===== src/kcar_pkg.sv =====
package kcar_pkg;

	localparam int KEY_W = 4;
	localparam int WORD_W = 16;
	localparam int TIME_W = 32;
	localparam int CFG_W = 16;
	localparam int MAP_SIZE = 12;
	localparam int DEFAULT_NUM_KEYS = 12;

	localparam logic [CFG_W-1:0] INITIAL_DELAY_RESET = 16'd500;
	localparam logic [CFG_W-1:0] REPEAT_INTERVAL_RESET = 16'd175;

	typedef enum logic {
		REG_INITIAL_DELAY = 1'b0,
		REG_REPEAT_INTERVAL = 1'b1
	} reg_index_t;

	// Key map in map order: bit mask and whether the key sits in the shutter word.
	localparam logic [WORD_W-1:0] KEY_MASK [MAP_SIZE] = '{
		16'h4000, 16'h0400, 16'h0100, 16'h0200,
		16'h8000, 16'h0300, 16'h0100, 16'h0010,
		16'h0020, 16'h2000, 16'h1000, 16'h0800
	};
	localparam logic [MAP_SIZE-1:0] KEY_ON_SHUTTER = 12'b0000_0110_0000;

	typedef struct packed {
		logic [KEY_W-1:0] pressed;
		logic [KEY_W-1:0] clicked;
	} scan_t;

endpackage


===== src/kcar_scan.sv =====
module kcar_scan #(
	parameter int NUM_KEYS = kcar_pkg::DEFAULT_NUM_KEYS
) (
	input  logic [kcar_pkg::WORD_W-1:0] main_word,
	input  logic [kcar_pkg::WORD_W-1:0] shutter_word,
	input  logic [kcar_pkg::WORD_W-1:0] prev_main_word,
	input  logic [kcar_pkg::WORD_W-1:0] prev_shutter_word,
	output logic [NUM_KEYS-1:0]         key_pressed,
	output kcar_pkg::scan_t             scan
);

	logic [NUM_KEYS-1:0] was_down;

	for (genvar k = 0; k < NUM_KEYS; k++) begin : g_key
		if (k < kcar_pkg::MAP_SIZE) begin : g_mapped
			logic [kcar_pkg::WORD_W-1:0] now_w;
			logic [kcar_pkg::WORD_W-1:0] prev_w;
			assign now_w = kcar_pkg::KEY_ON_SHUTTER[k] ? shutter_word : main_word;
			assign prev_w = kcar_pkg::KEY_ON_SHUTTER[k] ? prev_shutter_word : prev_main_word;
			assign key_pressed[k] = (now_w & kcar_pkg::KEY_MASK[k]) == '0;
			assign was_down[k] = (prev_w & kcar_pkg::KEY_MASK[k]) == '0;
		end else begin : g_unmapped
			assign key_pressed[k] = 1'b0;
			assign was_down[k] = 1'b0;
		end
	end

	// Walking down from the last key leaves the first key in map order.
	always_comb begin
		scan = '0;
		for (int k = NUM_KEYS - 1; k >= 0; k--) begin
			if (key_pressed[k]) begin
				scan.pressed = kcar_pkg::KEY_W'(k + 1);
			end
			if (key_pressed[k] && !was_down[k]) begin
				scan.clicked = kcar_pkg::KEY_W'(k + 1);
			end
		end
	end

endmodule


===== src/keypad_click_and_autorepeat.sv =====
// Keypad click detector with typematic autorepeat.
// Each request on the s_ channel is one scan: s_tdata holds the active-low
// main key word, the shutter key word and a millisecond timestamp, and
// s_tuser asks to forget the remembered repeat key before the scan.
// Each scan yields exactly one request on the m_ channel carrying the first
// pressed key, the first newly clicked key and the click or autorepeat key,
// each 0 when there is none.
// The cfg channel writes the initial delay and the repeat interval; it is
// always ready and should only be used while no scan is in flight.
// A scan is registered, evaluated in one pass against the previous scan and
// the repeat timer, and its result is registered: the result is offered on
// the m_ channel from the result register once the scan advances out of the
// input register, and one scan is accepted every cycle unless the receiver stalls.
// When the receiver stalls, the result register holds, one more scan waits
// in the input register, and s_tready drops until the result is taken.
// Reset empties both registers, restores the default delay and interval,
// and treats the previous scan as having no key pressed.
module keypad_click_and_autorepeat #(
	parameter int NUM_KEYS = kcar_pkg::DEFAULT_NUM_KEYS
) (
	input  logic        clk,
	input  logic        arst_n,
	input  logic        s_tvalid,
	output logic        s_tready,
	input  logic [63:0] s_tdata,  // main_keys_word, shutter_keys_word, now_ms
	input  logic        s_tuser,  // clear_repeat
	output logic        m_tvalid,
	input  logic        m_tready,
	output logic [15:0] m_tdata,  // pressed_key, clicked_key, repeat_key, zero fill
	input  logic        cfg_valid,
	output logic        cfg_ready,
	input  logic        cfg_index,
	input  logic [15:0] cfg_data
);

	localparam int KW = kcar_pkg::KEY_W;
	localparam int WW = kcar_pkg::WORD_W;
	localparam int TW = kcar_pkg::TIME_W;

	logic          valid_s1;
	logic [WW-1:0] main_s1;
	logic [WW-1:0] shutter_s1;
	logic [TW-1:0] now_s1;
	logic          clear_s1;

	logic [WW-1:0] prev_main_q;
	logic [WW-1:0] prev_shutter_q;
	logic [KW-1:0] held_q;
	logic [TW-1:0] last_event_q;
	logic          repeated_q;
	logic [kcar_pkg::CFG_W-1:0] initial_delay_q;
	logic [kcar_pkg::CFG_W-1:0] repeat_interval_q;

	logic          out_valid_q;
	logic [KW-1:0] pressed_q;
	logic [KW-1:0] clicked_q;
	logic [KW-1:0] repeat_q;

	logic                advance;
	logic [NUM_KEYS-1:0] key_pressed;
	kcar_pkg::scan_t     scan;
	logic [KW-1:0]       held_eff;
	logic                held_down;
	logic [TW-1:0]       elapsed;
	logic [kcar_pkg::CFG_W-1:0] limit;
	logic                timer_fire;
	logic [KW-1:0]       repeat_key;
	logic [KW-1:0]       held_next;
	logic                repeated_next;
	logic                stamp;

	assign advance = valid_s1 && (!out_valid_q || m_tready);
	assign s_tready = !valid_s1 || advance;
	assign cfg_ready = 1'b1;

	kcar_scan #(
		.NUM_KEYS(NUM_KEYS)
	) u_scan (
		.main_word        (main_s1),
		.shutter_word     (shutter_s1),
		.prev_main_word   (prev_main_q),
		.prev_shutter_word(prev_shutter_q),
		.key_pressed      (key_pressed),
		.scan             (scan)
	);

	always_comb begin
		held_eff = clear_s1 ? '0 : held_q;
		held_down = 1'b0;
		for (int k = 0; k < NUM_KEYS; k++) begin
			if (held_eff == KW'(k + 1) && key_pressed[k]) begin
				held_down = 1'b1;
			end
		end
		elapsed = now_s1 - last_event_q;
		limit = repeated_q ? repeat_interval_q : initial_delay_q;
		timer_fire = elapsed > TW'(limit);

		repeat_key = '0;
		held_next = held_eff;
		repeated_next = repeated_q;
		stamp = 1'b0;
		priority if (scan.clicked != '0) begin
			held_next = scan.clicked;
			repeated_next = 1'b0;
			stamp = 1'b1;
			repeat_key = scan.clicked;
		end else if (held_down) begin
			if (timer_fire) begin
				repeated_next = 1'b1;
				stamp = 1'b1;
				repeat_key = held_eff;
			end
		end else begin
			held_next = '0;
		end
	end

	always_ff @(posedge clk or negedge arst_n) begin
		if (!arst_n) begin
			valid_s1 <= 1'b0;
			main_s1 <= '1;
			shutter_s1 <= '1;
			now_s1 <= '0;
			clear_s1 <= 1'b0;
		end else begin
			if (s_tready) begin
				valid_s1 <= s_tvalid;
			end
			if (s_tvalid && s_tready) begin
				main_s1 <= s_tdata[15:0];
				shutter_s1 <= s_tdata[31:16];
				now_s1 <= s_tdata[63:32];
				clear_s1 <= s_tuser;
			end
		end
	end

	always_ff @(posedge clk or negedge arst_n) begin
		if (!arst_n) begin
			prev_main_q <= '1;
			prev_shutter_q <= '1;
			held_q <= '0;
			last_event_q <= '0;
			repeated_q <= 1'b0;
		end else if (advance) begin
			prev_main_q <= main_s1;
			prev_shutter_q <= shutter_s1;
			held_q <= held_next;
			repeated_q <= repeated_next;
			if (stamp) begin
				last_event_q <= now_s1;
			end
		end
	end

	always_ff @(posedge clk or negedge arst_n) begin
		if (!arst_n) begin
			initial_delay_q <= kcar_pkg::INITIAL_DELAY_RESET;
			repeat_interval_q <= kcar_pkg::REPEAT_INTERVAL_RESET;
		end else if (cfg_valid && cfg_ready) begin
			unique case (kcar_pkg::reg_index_t'(cfg_index))
				kcar_pkg::REG_INITIAL_DELAY: initial_delay_q <= cfg_data;
				kcar_pkg::REG_REPEAT_INTERVAL: repeat_interval_q <= cfg_data;
				default: ;
			endcase
		end
	end

	always_ff @(posedge clk or negedge arst_n) begin
		if (!arst_n) begin
			out_valid_q <= 1'b0;
			pressed_q <= '0;
			clicked_q <= '0;
			repeat_q <= '0;
		end else begin
			if (advance) begin
				out_valid_q <= 1'b1;
				pressed_q <= scan.pressed;
				clicked_q <= scan.clicked;
				repeat_q <= repeat_key;
			end else if (m_tready) begin
				out_valid_q <= 1'b0;
			end
		end
	end

	assign m_tvalid = out_valid_q;
	assign m_tdata = {4'b0000, repeat_q, clicked_q, pressed_q};

endmodule

===== config.mk =====
export PLATFORM = sky130hd
export DESIGN_NAME = keypad_click_and_autorepeat
export DESIGN_NICKNAME = d
export VERILOG_FILES = /design/src/kcar_pkg.sv /design/src/kcar_scan.sv /design/src/keypad_click_and_autorepeat.sv
export SDC_FILE = /design/constraint.sdc
export NUM_CORES = 1
export LEC_CHECK = 0
export BUFFER_PORTS_ARGS = -buffer_cell sky130_fd_sc_hd__buf_2
export CAP_MARGIN = 30
export CORE_MARGIN = 10
export CORE_UTILIZATION = 35
export CTS_CLUSTER_DIAMETER = 200
export CTS_CLUSTER_SIZE = 30
export DETAILED_ROUTE_END_ITERATION = 8
export SYNTH_ARGS = -nofsm -noshare
export SYNTH_HDL_FRONTEND = slang
export SYNTH_SLANG_ARGS = --single-unit

===== constraint.sdc =====
create_clock -name clk -period 13.2 [get_ports clk]
set_input_delay 2.64 -clock clk [delete_from_list [all_inputs] [get_ports clk]]
set_output_delay 2.64 -clock clk [all_outputs]
set_load 0.005 [all_outputs]

; Word level (Yosys, flattened, before mapping)
; Cells that the tools add are included.
[totals]
reg_bits = 168
inputBits = 87
out_inout_bits = 19
elab_cells = 156
[op_classes]
add_sub_neg = 1
magnitude_cmp = 1
n_eq_ne = 12
muxes = 51
n_bitwise = 1
reduce_logical = 74
[ops]
columns = op, count
row1 = $logic_not A16 Y1, 24
row2 = $mux W4, 30
row3 = $gt A32 B16 Y1, 1
row4 = $sub A32 B32 Y32, 1
row5 = $logic_and A1 B1 Y1, 26
row6 = $eq A4 B4 Y1 const B, 5
row7 = $mux W1, 20
row8 = $eq A4 B3 Y1 const B, 4
row9 = $mux W16, 1
row10 = $logic_not A1 Y1, 14
row11 = $eq A4 B2 Y1 const B, 2
row12 = $reduce_and A2 Y1, 3
row13 = $reduce_bool A2 Y1, 3
row14 = $eq A4 B1 Y1 const B, 1
row15 = $reduce_bool A4 Y1, 1
row16 = $reduce_and A3 Y1, 1
row17 = $logic_or A1 B1 Y1, 2
row18 = $not A1 Y1, 1

; Depth between registers and ports, before layout
[depth]
ltp_word = 18
depth_mapped = 22

; By module
; From an unflattened synthesis, not the netlist that was laid out.
[hier_totals]
cells_unflattened = 980
hier_area_um2 = 10114.7
[modules_own_cells]
columns = module, instances, cells_per_inst, area_per_inst_um2, seq_area_each_um2
row1 = keypad_click_and_autorepeat, 1, 923, 9780.6, 4599.4
row2 = kcar_scan, 1, 57, 334.1, 0.0

; Worst setup path before layout
; No wires, ideal clock.
[synth_path]
kind = input to output
startpoint = in m_tready
endpoint = out s_tready
arrival_ps = 2819
required_time_ps = 10560
setup_slack_ps = 7741
cell_stages = 1
cell_sequence = nand3b_1
[synth_between]
elab_chain_len = 3
[synth_rtl]
columns = element, line
row1 = from (decl), keypad_click_and_autorepeat.sv:28  ; input logic m_tready,
row2 = $logic_or A1 B1 Y1, keypad_click_and_autorepeat.sv:72  ; assign advance = valid_s1 && (!out_valid_q || m_tready);
row3 = $logic_and A1 B1 Y1, keypad_click_and_autorepeat.sv:72
row4 = $logic_or A1 B1 Y1, keypad_click_and_autorepeat.sv:73  ; assign s_tready = !valid_s1 || advance;
row5 = to (decl), keypad_click_and_autorepeat.sv:24  ; output logic s_tready,
; No other way between the ends.

; Worst setup path in the final report
; Same ends and word-level chain as after synthesis.

==> impl.org <==
** Clock tree
- Clock slew at reported path FFs :: 0.06 ns
- The tree is rooted in a clkbuf_16.
- The clock reaches the later pin of the worst-skew pair after 0.43 ns.
- TritonCTS built the clock tree.
- Clock sinks :: 140
- The number of gates resized after CTS was 0.
- The number of hold buffers added after CTS was 0.
- The H-tree was split into 4 levels.
- Post-CTS Setup Bufs :: 0
- The longest clock path from root to sink contains 2 buffers.
- Clock buffer count from CTS :: 17

** Worst hold path
- The startpoint identified for the worst hold timing path is prev_main_q[15]$_DFFE_PN1P_.
- Hold WC Path Type :: flip-flop to flip-flop

** Die
- Number of placed I/O pins :: 106
- The floorplan step set the die height to 182 um.
- The die covers 33,000 sq um.
- Core region area :: 25,900 sq um
- Measured along the x axis, the die boundary spans 182 um.
- Rows :: 59
- The initial utilization of the core area, before any placement, comes to 35.3%.

** Route
- Detailed-route via count :: 7,278
- Detail-routed net length per standard cell :: 17.0 um
- Once detail routing completed, the nets flagged for antenna violations numbered 0.
- Aggregate routed wire length :: 22,900 um
- For this run, design rule violations remaining after detail routing come to 0.
- 1st-iter DRT viols :: 342
- Vias/cell :: 5.41
- Detailed-router iteration count before antenna repair :: 5

** Yosys
- Of the total synthesized cell area, the portion taken by XOR and XNOR cells is 1.72%.
- Syn Inst Count :: 943
- The average instance in the mapped netlist occupies 9.69 sq um.
- Of all cell types, the one taking the most synthesized area is dfrtp_1.
- After synthesis, flip-flops and latches occupy 38.8% of the total area.
- For this run, the leading register cell type out of synthesis is dfrtp_1.
- By area, the combinational part of the netlist is dominated by simple AND/OR/NAND/NOR gates.
- Post-synthesis register bit count :: 140
- Synth cell types :: 67
- The Yosys step of the flow raised 0 warnings.
- Area share of and/or/nand/nor cells after synthesis :: 23.0%
- Post-synth design cell area :: 9140 sq um
- Number of flops mapped to enable cells by yosys :: 0
- Adder and majority cell fraction of the synthesized area :: 6.65%
- Multiplexer cells account for 12.0% of the synthesized area.
- Synth Area in Compound Gates :: 12.9%
- Share of synthesized registers carrying an async set or reset :: 100%
- The top cell type by area accounts for 28.5% of the synthesized area.
- Synth top area cells :: dfrtp_1, dfstp_2, mux2_2, nand3_2, ha_1

** Setup path
- Required time at the worst-slack endpoint :: 10.56 ns
- At the worst endpoint, the arrival time is 3.09 ns.
- Among the stages of the critical path, the cell type that occurs most often is buf_2.
- Startpoint kind of the worst setup timing path :: input pin
- Counting cells, the worst reg-to-reg path comes to 21.
- Critical-path maximum fanout :: 3
- The signal on the critical path passes through buf_2 > nand3b_1 > buf_2.
- The worst register-to-register path ends at last_event_q[1]$_DFFE_PN0P_.
- In this run the register-to-register setup slack is 7.61 ns.
- On the critical path, the stage with the largest delay is an instance of nand3b_1.
- Biggest cell delay along the critical path :: 0.19 ns
- The critical path contains buffers and inverters numbering 2 combined.
- Element type at the critical path end :: output pin
- Critical path origin :: m_tready
- Worst R2R Start :: now_s1[0]$_DFFE_PN0P_
- The kind of cell with the highest combined delay along the critical path is buffers and inverters.
- The most critical setup path has its endpoint at s_tready.
- Crit path kind :: input pin to output pin
- Logic depth of the worst path, buffers included :: 3

** Layout
- Nets :: 1,133
- The post-route netlist has 31.0% of its cells at a drive strength greater than 1.
- After routing the design area is 10,500 sq um.
- The area growth from synthesis to layout is 14.9%.
- The repair_antennas step left the layout with diodes totalling 0.
- Commonest cells after routing, fill and taps aside :: dfrtp_1, nand2_1, mux2_2
- Leaving out fill and tap cells, the most frequent cell in the layout is dfrtp_1.

** Job
- Count of maximum capacitance violations :: 0

** Place
- Once detailed placement completed, the half-perimeter wirelength came to 16,600 um.
- In this run the cell area measured after placement is 9810 sq um.
- In this run the tool buffered the top-level ports with 80 buffer cells.
- Routability-driven placement finished with a final weighted congestion of 0.867.

** STA
- The worst path uses 43.4% of the clock period.
- Setup repair after global routing left no endpoint under its margin.
- Setup tns final :: 0 ns
- In this run the tightest slew margin relative to its limit is 36.4%.
- The count of pins over their slew limit came to 0.
- Worst clock skew :: 0.00737 ns
- Final Setup Violations :: 0
- Derived from the worst setup path, the maximum achievable clock frequency is 175 MHz.
- Min Clock Period, post-route :: 5.73 ns
- The count of final hold-check violations was 0.
- At the pin with the least slew margin, the transition time is 0.954 ns.

** Global routing
- Most crowded layer after global routing :: met2
- Vias in the first global route :: 7,314
- Across every metal layer, demand over resource in global routing totals 14.0%.
- First-pass GRT wire length :: 38,600 um
- For this run the aggregate overflow at the end of global routing stands at 0.
- The initial antenna violation count came to 0.
- Global routing used 21.9% of the available met2 tracks.
- GR Util met1 :: 19.1%
- Largest net degree at the start of global routing :: 78
- M3 GR Usage :: 2.50%

** Pwr
- Leakage :: 0.00460 uW
- The worst-case IR drop observed on VDD is 0.101 mV.
- For this design the ratio of total power to cell area is 226 nW/um^2.

** Outcome
- Status :: completed
## layer usage
metal  share of wire, %  up-vias
met1                 49     3587
met4                1.7        0
met3                3.6       24
li1                   -     3544
met2                 45      123
met5                  0        -
## state kept, by name, indices dropped and copies added, names as in the netlist
register and count:
repeat_interval_q 16, prev_main_q 10, repeat_q 4, shutter_s1 2, held_q 4, last_event_q 32
pressed_q 4, initial_delay_q 16, now_s1 32, repeated_q 1, clear_s1 1, m_tvalid 1
clicked_q 4, valid_s1 1, prev_shutter_q 2, main_s1 10
## report_power, final
group | leakage [uW] | total (uW) | switching (uW) | internal [uW]
Clock | 0.000320 | 544 | 197 | 347
Combinational | 0.00266 | 1180 | 708 | 470
Sequential | 0.00162 | 648 | 97.8 | 550
Total | 0.00460 | 2370 | 1000 | 1370
## worst register-to-register path, stage by stage, from the launching register on
cell	delay, ns
dfrtp_1	0.37
inv_1	0.06
ha_1	0.22
fa_1	0.40
nand2b_1	0.18
a21oi_1	0.25
o21ai_0	0.23
nor2b_1	0.23
nor2_1	0.19
nor2_1	0.07
xnor2_1	0.25
ha_1	0.30
nand4_1	0.13
a2111oi_0	0.10
a211oi_1	0.23
o21a_1	0.23
o22ai_1	0.10
or4_1	0.48
or4_2	0.97
buf_12	0.29
nand3_1	0.10
nand3_1	0.08
## layout make-up
cell class,count,area (sq um)
fillers,2553,15400
well taps,335,419
multi-input cells,704,5180
flip-flops and latches,140,3550
repair buffers,90,514
clock inverters,13,214
clock buffers,19,453
inverters,45,169
## cells in the mapped netlist, drive strengths merged, types with 20 or more instances
master	n
nand2	86
mux2i	20
nor2	38
inv	45
ha	47
nand4	45
o21ai	39
a21oi	50
dfrtp	104
dfstp	36
mux2	80
clkbuf	39
nand3	109
## metrics by stage
stage	hold WS, ns	setup slack [ns]	util (%)	power, uW	cells
5_1_grt	0.474	7.36	40.5	2570	1346
6_report	0.455	7.47	40.5	2370	1346
3_3_place_gp	0.447	7.48	37.8	1790	1312
2_1_floorplan	0.436	7.74	-	1520	946
4_1_cts	0.457	7.46	40.4	2380	1345
3_5_place_dp	0.447	7.46	37.8	1820	1313
## how the worst min path moves through the flow
stage                                  endpoint  slack [ns]  cells past startpoint
CTS                  prev_main_q[8]$_DFFE_PN1P_        0.46                      2
floorplan           prev_main_q[10]$_DFFE_PN1P_        0.44                      2
global placement     prev_main_q[8]$_DFFE_PN1P_        0.45                      2
detailed placement   prev_main_q[8]$_DFFE_PN1P_        0.45                      2
finish              prev_main_q[15]$_DFFE_PN1P_        0.46                      2
global route        prev_main_q[14]$_DFFE_PN1P_        0.47                      2
## cell families (layout without fill, tap and decap cells)
logic type,count (synthesis),in the layout
simple gates,355,355
compound gates,178,178
flops,140,140
buf+inv,102,167
mux,100,100
fa+ha+maj,48,48
xor+xnor,18,18
other cells,2,5
(Power assumes the default switching activity.)
